--- src/rtl/hrd_pkg.sv ---
// Shared types and constants for the H.264 RTP depacketizer.
// No dependencies; the parser, emitter, top level and testbench import this package.
`default_nettype none
package hrd_pkg;

  typedef enum logic [2:0] {
    PH_IDLE     = 3'd0,
    PH_COPY     = 3'd1,
    PH_STAP_HI  = 3'd2,
    PH_STAP_LO  = 3'd3,
    PH_STAP_DAT = 3'd4,
    PH_FU_HDR   = 3'd5
  } phase_t;

  localparam logic [4:0] NAL_TYPE_MASK = 5'h1f;
  localparam logic [4:0] NAL_SINGLE_LO = 5'd1;
  localparam logic [4:0] NAL_SINGLE_HI = 5'd23;
  localparam logic [4:0] NAL_STAP_A    = 5'd24;
  localparam logic [4:0] NAL_FU_A      = 5'd28;

  localparam logic [7:0] START_ZERO = 8'h00;
  localparam logic [7:0] START_ONE  = 8'h01;

  // Result burst caused by one input byte: optional start code, optional
  // data byte, or a bare end marker.
  typedef struct packed {
    logic [2:0] cnt;
    logic       start;
    logic       has_data;
    logic       bare;
    logic       pkt_end;
    logic [7:0] data;
  } desc_t;

endpackage
`default_nettype wire

--- src/rtl/hrd_if.sv ---
// Valid/ready channel interfaces for the depacketizer.
// Depends on nothing; payload fields match the stream formats.
`default_nettype none
interface hrd_in_if;
  logic       valid;
  logic       ready;
  logic [7:0] payload_byte;
  logic       first_byte;
  logic       last_byte;
  modport source (output valid, payload_byte, first_byte, last_byte, input ready);
  modport sink   (input valid, payload_byte, first_byte, last_byte, output ready);
endinterface

interface hrd_out_if;
  logic       valid;
  logic       ready;
  logic [7:0] out_byte;
  logic       byte_valid;
  logic       run_last;
  logic       packet_end;
  modport source (output valid, out_byte, byte_valid, run_last, packet_end, input ready);
  modport sink   (input valid, out_byte, byte_valid, run_last, packet_end, output ready);
endinterface
`default_nettype wire

--- src/rtl/hrd_parser.sv ---
// Payload parser: phase register plus STAP-A / FU-A context, and the
// per-byte result descriptor. Depends on hrd_pkg.
`default_nettype none
module hrd_parser
  import hrd_pkg::*;
(
  input  wire logic       clk,
  input  wire logic       rst,
  input  wire logic       accept,
  input  wire logic [7:0] payload_byte,
  input  wire logic       first_byte,
  input  wire logic       last_byte,
  output desc_t           desc
);

  phase_t      phase, phase_next;
  logic [15:0] unit_rem, unit_rem_next;
  logic [7:0]  size_hi, size_hi_next;
  logic [2:0]  ind, ind_next;

  always_ff @(posedge clk) begin
    if (rst) begin
      phase    <= PH_IDLE;
      unit_rem <= '0;
      size_hi  <= '0;
      ind      <= '0;
    end else if (accept) begin
      phase    <= phase_next;
      unit_rem <= unit_rem_next;
      size_hi  <= size_hi_next;
      ind      <= ind_next;
    end
  end

  always_comb begin
    logic [4:0]  hdr_type;
    logic        forbidden;
    logic        ignore;
    logic [15:0] size;
    logic [15:0] rem_dec;
    hdr_type      = payload_byte[4:0] & NAL_TYPE_MASK;
    forbidden     = payload_byte[7];
    ignore        = 1'b0;
    size          = {size_hi, payload_byte};
    rem_dec       = unit_rem - 16'd1;
    phase_next    = phase;
    unit_rem_next = unit_rem;
    size_hi_next  = size_hi;
    ind_next      = ind;
    desc          = '0;
    desc.data     = payload_byte;

    if (first_byte) begin
      unit_rem_next = '0;
      size_hi_next  = '0;
      if (!forbidden && hdr_type inside {[NAL_SINGLE_LO:NAL_SINGLE_HI]}) begin
        desc.start    = 1'b1;
        desc.has_data = 1'b1;
        phase_next    = PH_COPY;
      end else if (!forbidden && hdr_type == NAL_STAP_A) begin
        phase_next = PH_STAP_HI;
      end else if (!forbidden && hdr_type == NAL_FU_A) begin
        ind_next   = payload_byte[7:5];
        phase_next = PH_FU_HDR;
      end else begin
        desc.has_data = 1'b1;
        phase_next    = PH_COPY;
      end
    end else begin
      case (phase)
        PH_COPY: begin
          desc.has_data = 1'b1;
        end
        PH_STAP_HI: begin
          size_hi_next = payload_byte;
          phase_next   = PH_STAP_LO;
        end
        PH_STAP_LO: begin
          unit_rem_next = size;
          if (size == 16'd0) begin
            phase_next = PH_STAP_HI;
          end else begin
            desc.start = 1'b1;
            phase_next = PH_STAP_DAT;
          end
        end
        PH_STAP_DAT: begin
          desc.has_data = 1'b1;
          unit_rem_next = rem_dec;
          if (rem_dec == 16'd0) begin
            phase_next = PH_STAP_HI;
          end
        end
        PH_FU_HDR: begin
          if (payload_byte[7]) begin
            desc.start    = 1'b1;
            desc.has_data = 1'b1;
            desc.data     = {ind, payload_byte[4:0] & NAL_TYPE_MASK};
          end
          phase_next = PH_COPY;
        end
        default: begin
          // stray byte outside a packet: dropped, even with last set
          ignore     = 1'b1;
          phase_next = PH_IDLE;
        end
      endcase
    end

    if (last_byte && !ignore) begin
      desc.pkt_end  = 1'b1;
      desc.bare     = !desc.start && !desc.has_data;
      phase_next    = PH_IDLE;
      unit_rem_next = '0;
      size_hi_next  = '0;
      ind_next      = '0;
    end

    desc.cnt = {desc.start, 2'b00} + {2'b00, desc.has_data} + {2'b00, desc.bare};
  end

endmodule
`default_nettype wire

--- src/rtl/hrd_emitter.sv ---
// Result sequencer: holds one descriptor and plays its bytes out through
// the output register. Depends on hrd_pkg and hrd_out_if.
`default_nettype none
module hrd_emitter
  import hrd_pkg::*;
(
  input  wire logic  clk,
  input  wire logic  rst,
  input  wire logic  accept,
  input  wire desc_t desc,
  output logic       ready,
  hrd_out_if.source  stream
);

  desc_t      pend;
  logic [2:0] rem;
  logic       adv;
  logic [7:0] cur_byte;

  // move one result into the output register
  assign adv   = (rem != 3'd0) && (!stream.valid || stream.ready);
  assign ready = (rem == 3'd0) || ((rem == 3'd1) && adv);

  always_comb begin
    if (pend.has_data && rem == 3'd1) begin
      cur_byte = pend.data;
    end else if (pend.bare) begin
      cur_byte = START_ZERO;
    end else if (rem == (pend.has_data ? 3'd2 : 3'd1)) begin
      cur_byte = START_ONE;
    end else begin
      cur_byte = START_ZERO;
    end
  end

  always_ff @(posedge clk) begin
    if (rst) begin
      rem <= '0;
    end else if (accept) begin
      rem <= desc.cnt;
    end else if (adv) begin
      rem <= rem - 3'd1;
    end
  end

  always_ff @(posedge clk) begin
    if (accept) begin
      pend <= desc;
    end
  end

  always_ff @(posedge clk) begin
    if (rst) begin
      stream.valid <= 1'b0;
    end else if (adv) begin
      stream.valid <= 1'b1;
    end else if (stream.ready) begin
      stream.valid <= 1'b0;
    end
  end

  always_ff @(posedge clk) begin
    if (adv) begin
      stream.out_byte   <= cur_byte;
      stream.byte_valid <= !pend.bare;
      stream.run_last   <= (rem == 3'd1);
      stream.packet_end <= (rem == 3'd1) && pend.pkt_end;
    end
  end

endmodule
`default_nettype wire

--- src/rtl/h264_rtp_depacketizer.sv ---
// H.264 RTP payload to Annex B depacketizer, one payload byte per transfer.
// A byte's results pass from the pending descriptor into the output register.
// Throughput: one byte per cycle while the output is ready and bytes cause at most
// one result; a byte that causes n results (start code insertion gives four or five)
// holds the input until they leave the one-result-per-cycle output register.
// Reset (rst, synchronous): parser idle, context zero, no pending results.
`default_nettype none
module h264_rtp_depacketizer
  import hrd_pkg::*;
(
  input wire logic clk,
  input wire logic rst,
  hrd_in_if.sink   payload,
  hrd_out_if.source stream
);

  desc_t desc;
  logic  accept;
  logic  rdy;

  assign payload.ready = rdy;
  assign accept        = payload.valid && rdy;

  hrd_parser u_parser (
    .clk          (clk),
    .rst          (rst),
    .accept       (accept),
    .payload_byte (payload.payload_byte),
    .first_byte   (payload.first_byte),
    .last_byte    (payload.last_byte),
    .desc         (desc)
  );

  hrd_emitter u_emitter (
    .clk    (clk),
    .rst    (rst),
    .accept (accept),
    .desc   (desc),
    .ready  (rdy),
    .stream (stream)
  );

endmodule
`default_nettype wire

--- src/flat_wrapper.sv ---
// flat-port wrapper written by rule: the top's interface ports become plain ports
module h264_rtp_depacketizer_flat import hrd_pkg::*;
  (clk, rst, payload_valid, payload_payload_byte, payload_first_byte, payload_last_byte, payload_ready, stream_valid, stream_out_byte, stream_byte_valid, stream_run_last, stream_packet_end, stream_ready);
  hrd_in_if payload_i ();
  hrd_out_if stream_i ();
  input wire logic clk;
  input wire logic rst;
  input wire logic [$bits(payload_i.valid)-1:0] payload_valid;
  input wire logic [$bits(payload_i.payload_byte)-1:0] payload_payload_byte;
  input wire logic [$bits(payload_i.first_byte)-1:0] payload_first_byte;
  input wire logic [$bits(payload_i.last_byte)-1:0] payload_last_byte;
  output wire logic [$bits(payload_i.ready)-1:0] payload_ready;
  output wire logic [$bits(stream_i.valid)-1:0] stream_valid;
  output wire logic [$bits(stream_i.out_byte)-1:0] stream_out_byte;
  output wire logic [$bits(stream_i.byte_valid)-1:0] stream_byte_valid;
  output wire logic [$bits(stream_i.run_last)-1:0] stream_run_last;
  output wire logic [$bits(stream_i.packet_end)-1:0] stream_packet_end;
  input wire logic [$bits(stream_i.ready)-1:0] stream_ready;
  assign payload_i.valid = payload_valid;
  assign payload_i.payload_byte = payload_payload_byte;
  assign payload_i.first_byte = payload_first_byte;
  assign payload_i.last_byte = payload_last_byte;
  assign payload_ready = payload_i.ready;
  assign stream_valid = stream_i.valid;
  assign stream_out_byte = stream_i.out_byte;
  assign stream_byte_valid = stream_i.byte_valid;
  assign stream_run_last = stream_i.run_last;
  assign stream_packet_end = stream_i.packet_end;
  assign stream_i.ready = stream_ready;
  h264_rtp_depacketizer u_core (.clk(clk), .rst(rst), .payload(payload_i), .stream(stream_i));
endmodule
--- config.mk ---
export PLATFORM = sky130hd
export DESIGN_NAME = h264_rtp_depacketizer_flat
export DESIGN_NICKNAME = d
export VERILOG_FILES = /design/src/rtl/hrd_pkg.sv /design/src/rtl/hrd_if.sv /design/src/rtl/hrd_parser.sv /design/src/rtl/hrd_emitter.sv /design/src/rtl/h264_rtp_depacketizer.sv /design/src/flat_wrapper.sv
export SDC_FILE = /design/constraint.sdc
export NUM_CORES = 1
export LEC_CHECK = 0
export BUFFER_PORTS_ARGS = -buffer_cell sky130_fd_sc_hd__buf_2
export CELL_PAD_IN_SITES_DETAIL_PLACEMENT = 0
export CELL_PAD_IN_SITES_GLOBAL_PLACEMENT = 1
export CORE_MARGIN = 5
export CORE_UTILIZATION = 40
export CTS_BUF_LIST = sky130_fd_sc_hd__clkbuf_8
export CTS_CLUSTER_DIAMETER = 150
export CTS_CLUSTER_SIZE = 12
export DETAILED_ROUTE_END_ITERATION = 10
export PLACE_DENSITY = 0.7
export SKIP_LAST_GASP = 1
export SLEW_MARGIN = 30
export SYNTH_ARGS = -nofsm -noshare
export SYNTH_HDL_FRONTEND = slang
export SYNTH_SLANG_ARGS = --single-unit
--- constraint.sdc ---
create_clock -name clk -period 3.2 [get_ports clk]
set_input_delay 0.32 -clock clk [delete_from_list [all_inputs] [get_ports clk]]
set_output_delay 0.32 -clock clk [all_outputs]
set_load 0.1 [all_outputs]
==> summary.md <==
| Metric | Value |
|---|---|
| Max IR drop VDD | `between 0.5 and 0.6 mV` |
| Area Growth Syn to Fin | `9.83%` |
| P_int | `approximately 0.0014 W` |
| Hold Path Depth | `1` |
| Crit end category | `flip-flop` |
| Syn_nets | `380` |
| Sw Share | `0.498` |
| Sequential element share of the synthesized area | `0.432` |
| Static leakage | `~1.3 nW` |
| Final setup margin | `approximately 310 ps` |
| Die Area | `0.00963 sq mm` |
| Post-layout util | `0.446` |
| Routed vias | `around 2700` |
| DRC | `0` |
| Most frequent cells in the layout | `nand2_1 (43), a21oi_1 (37), dfxtp_1 (34)` |
| # resized after CTS | `0` |
| RSZ-0062 raised after global routing | `no` |
| CTS root buffer | `clkbuf_8` |
| Power Density | `between 700 and 800 mW/mm^2` |
| Tot Pwr | `between 0.002 and 0.003 W` |
| CTS tree | `yes` |
| Yosys cell types | `59` |
| Seq pwr share | `0.371` |
| Max Fclk | `about 0.35 GHz` |
| Yosys reg bits | `56` |
| Postcts setup bufs | `0` |
| Total CTS buffers | `5` |
| Slew of the pin with the lowest slew margin | `approximately 870 ps` |
| Period utilization | `0.904` |
| PortBufs | `26` |
| Post-Syn Instances | `360` |
| Crit Path Max Fanout | `11` |
| Combinational power share | `0.475` |
| Row count | `32` |
| Worst min path class | `input pin to flip-flop` |
| Status | `finished clean` |
| Worst R2R Path Depth | `8` |
| CTS Buffer Depth | `2` |
| Psw | `approximately 0.0014 W` |
| Number of diodes | `0` |
| Ys Warns | `0` |
| Commonest non-fill, non-tap cell in the layout | `nand2_1` |
| CP Data Required Time | `3410 ps` |
| Total GRT Usage | `0.170` |
| Vias in the first global route | `between 2000 and 2500` |
| Detail Route Antenna Nets | `0` |
| DR vias/cell | `about 5.6` |
| Worst Path Arrival | `approximately 3100 ps` |
| Grt ovf | `0` |
| Clock skew | `between 10 and 15 ps` |
| Setup TNS | `0 ps` |
| Gp weighted congestion | `about 0.85` |
| First-pass GRT wire length | `between 10 and 15 mm` |
| H-Tree Depth | `2` |
| I/O pin total | `27` |
| Fin crit period | `around 2900 ps` |
| Post-place setup slack | `371 ps` |
| Drt total wl | `roughly 8 mm` |
| EDFF count, synth | `22` |
| Chip Height | `98.1 um` |
| Final setup viols | `0` |
| FFs w/ async S/R, synth | `0` |
| Mapped Area | `0.00311 sq mm` |
| DR pass1 iterations | `4` |
| Post-DP HPWL | `5.91 mm` |
| # fillers | `767` |
| Largest net degree at the start of global routing | `38` |
| Hold-fix buffers at CTS | `0` |
| Core box area | `roughly 0.0076 sq mm` |
| Cell Area, Placed | `0.00332 sq mm` |
| Clk sink count | `56` |
| Clock latency on the worst-skew pair | `320 ps` |
| 1st-iter DRT viols | `about 150` |
| Max_slew headroom | `0.419` |
| Nets | `just under 400` |
| Post-DR wirelength/cell | `around 17 um` |
| Clk network pwr share | `0.154` |
| Worst-path clk slew | `~110 ps` |
| Most used DFF post-synth | `dfxtp_1` |
| Fin. Hold Viols | `0` |
| Die Wd | `just under 100 um` |
| Kind of critical path | `flip-flop to flip-flop` |
| Layout cells sized above 1 | `0.141` |
| Pins Over Slew Limit | `0` |
| Initial Util | `0.406` |
| Max_cap viols | `0` |
| Reg-to-reg setup timing slack | `just over 300 ps` |
| Post-Syn Area per Cell | `between 8 and 9 sq um` |
| Final instance area | `0.00341 sq mm` |
| Crit path launch type | `flip-flop` |
| Initial antenna violation count | `0` |
==> flip-flops by register name (all words and copies together), names as in the netlist <==
signal                              cells
u_core.u_emitter.pend                  11
u_core.u_parser.unit_rem               16
u_core.u_emitter.stream.packet_end      1
u_core.u_emitter.stream.valid           1
u_core.u_emitter.stream.byte_valid      1
u_core.u_parser.ind                     3
u_core.u_emitter.rem                    3
u_core.u_emitter.stream.run_last        1
u_core.u_parser.phase                   3
u_core.u_emitter.stream.out_byte        8
u_core.u_parser.size_hi                 8
==> logic make-up (layout without fill, tap and decap cells) <==
group	after synthesis	count (layout)	share of synthesized area
buffers and inverters	34	51	0.0443
DFF	56	56	0.432
adders and majority gates	6	6	0.0242
and+or+nand+nor	158	158	0.265
muxes	5	5	0.0173
xor gates and xnor gates	11	11	0.0310
AOI/OAI and AO/OA	90	90	0.187
==> critical path, cell delays in order, from the launching register on <==
cell,delay [ps]
dfxtp_1,430
inv_1,110
ha_1,330
nor3b_1,450
and3_1,270
nand2_1,80
a2111oi_0,590
a31oi_2,230
mux2_2,300
==> synthesized netlist by cell type (3+ instances only) <==
| master | n | share of area |
|---|---|---|
| and3_1 | 8 | 0.016 |
| edfxtp_1 | 22 | 0.21 |
| nor2_1 | 33 | 0.040 |
| or3_1 | 5 | 0.010 |
| o31ai_1 | 4 | 0.0097 |
| nor4b_1 | 4 | 0.011 |
| or4_1 | 5 | 0.012 |
| o211ai_1 | 4 | 0.0097 |
| xnor2_1 | 5 | 0.014 |
| clkbuf_1 | 19 | 0.023 |
| a22oi_1 | 5 | 0.012 |
| a21oi_1 | 37 | 0.060 |
| xor2_1 | 6 | 0.017 |
| nand2_1 | 43 | 0.052 |
| dfxtp_1 | 34 | 0.22 |
| ha_1 | 6 | 0.024 |
| mux2_2 | 3 | 0.011 |
| inv_1 | 10 | 0.012 |
| nand3_1 | 15 | 0.024 |
| nor3_1 | 7 | 0.011 |
| nor2b_1 | 8 | 0.016 |
| o21ai_0 | 12 | 0.019 |
| nor3b_1 | 4 | 0.0097 |
| a211oi_1 | 3 | 0.0073 |
| nand2b_1 | 11 | 0.022 |
==> metrics by stage <==
| step | cells | hold slack (ps) |
|---|---|---|
| 2_1_floorplan | 360 | 419 |
| 3_3_place_gp | 471 | 453 |
| 3_5_place_dp | 471 | 457 |
| 4_1_cts | 479 | 259 |
| 5_1_grt | 479 | 255 |
| 6_report | 479 | 274 |
==> metal layers <==
layer  GRT usage  vias to the layer above  share of wire
met5           0                        -              0
met3      0.0300                        4          0.046
li1            -                     1327              -
met2       0.261                       68           0.45
met1       0.251                     1293           0.50
met4      0.0383                        0         0.0064
==> final cells by class <==
type,instances,area [sq um],share of cell area
multi-input cells,270,1630,0.477
flip-flops and latches,56,1340,0.393
repair buffers,33,183,0.0536
well taps,102,128,0.0374
clock buffers,5,68.8,0.0202
inverters,10,37.5,0.0110
clock inverters,3,26.3,0.00770
==> path summary, 6_finish.rpt <==
kind                                                  from                                 endpoint
setup / recovery  u_core.u_parser.unit_rem[0]$_SDFFE_PP0P_    u_core.u_parser.phase[1]$_SDFFE_PP0P_
hold / removal                     payload_payload_byte[4]       u_core.u_emitter.pend[4]$_DFFE_PP_
setup reg to reg  u_core.u_parser.unit_rem[0]$_SDFFE_PP0P_    u_core.u_parser.phase[1]$_SDFFE_PP0P_
hold reg to reg    u_core.u_parser.size_hi[5]$_SDFFE_PP0P_  u_core.u_parser.size_hi[5]$_SDFFE_PP0P_
==> power groups by stage <==
stage,registers [W],clock network [W],logic [W]
floorplan,0.00155,0,0.000515
global placement,0.00102,0,0.00129
detailed placement,0.00103,0,0.00130
CTS,0.00101,0.000434,0.00130
global route,0.00103,0.000459,0.00138
finish,0.00101,0.000419,0.00129
No activity file was read; power rests on OpenSTA's default activity.
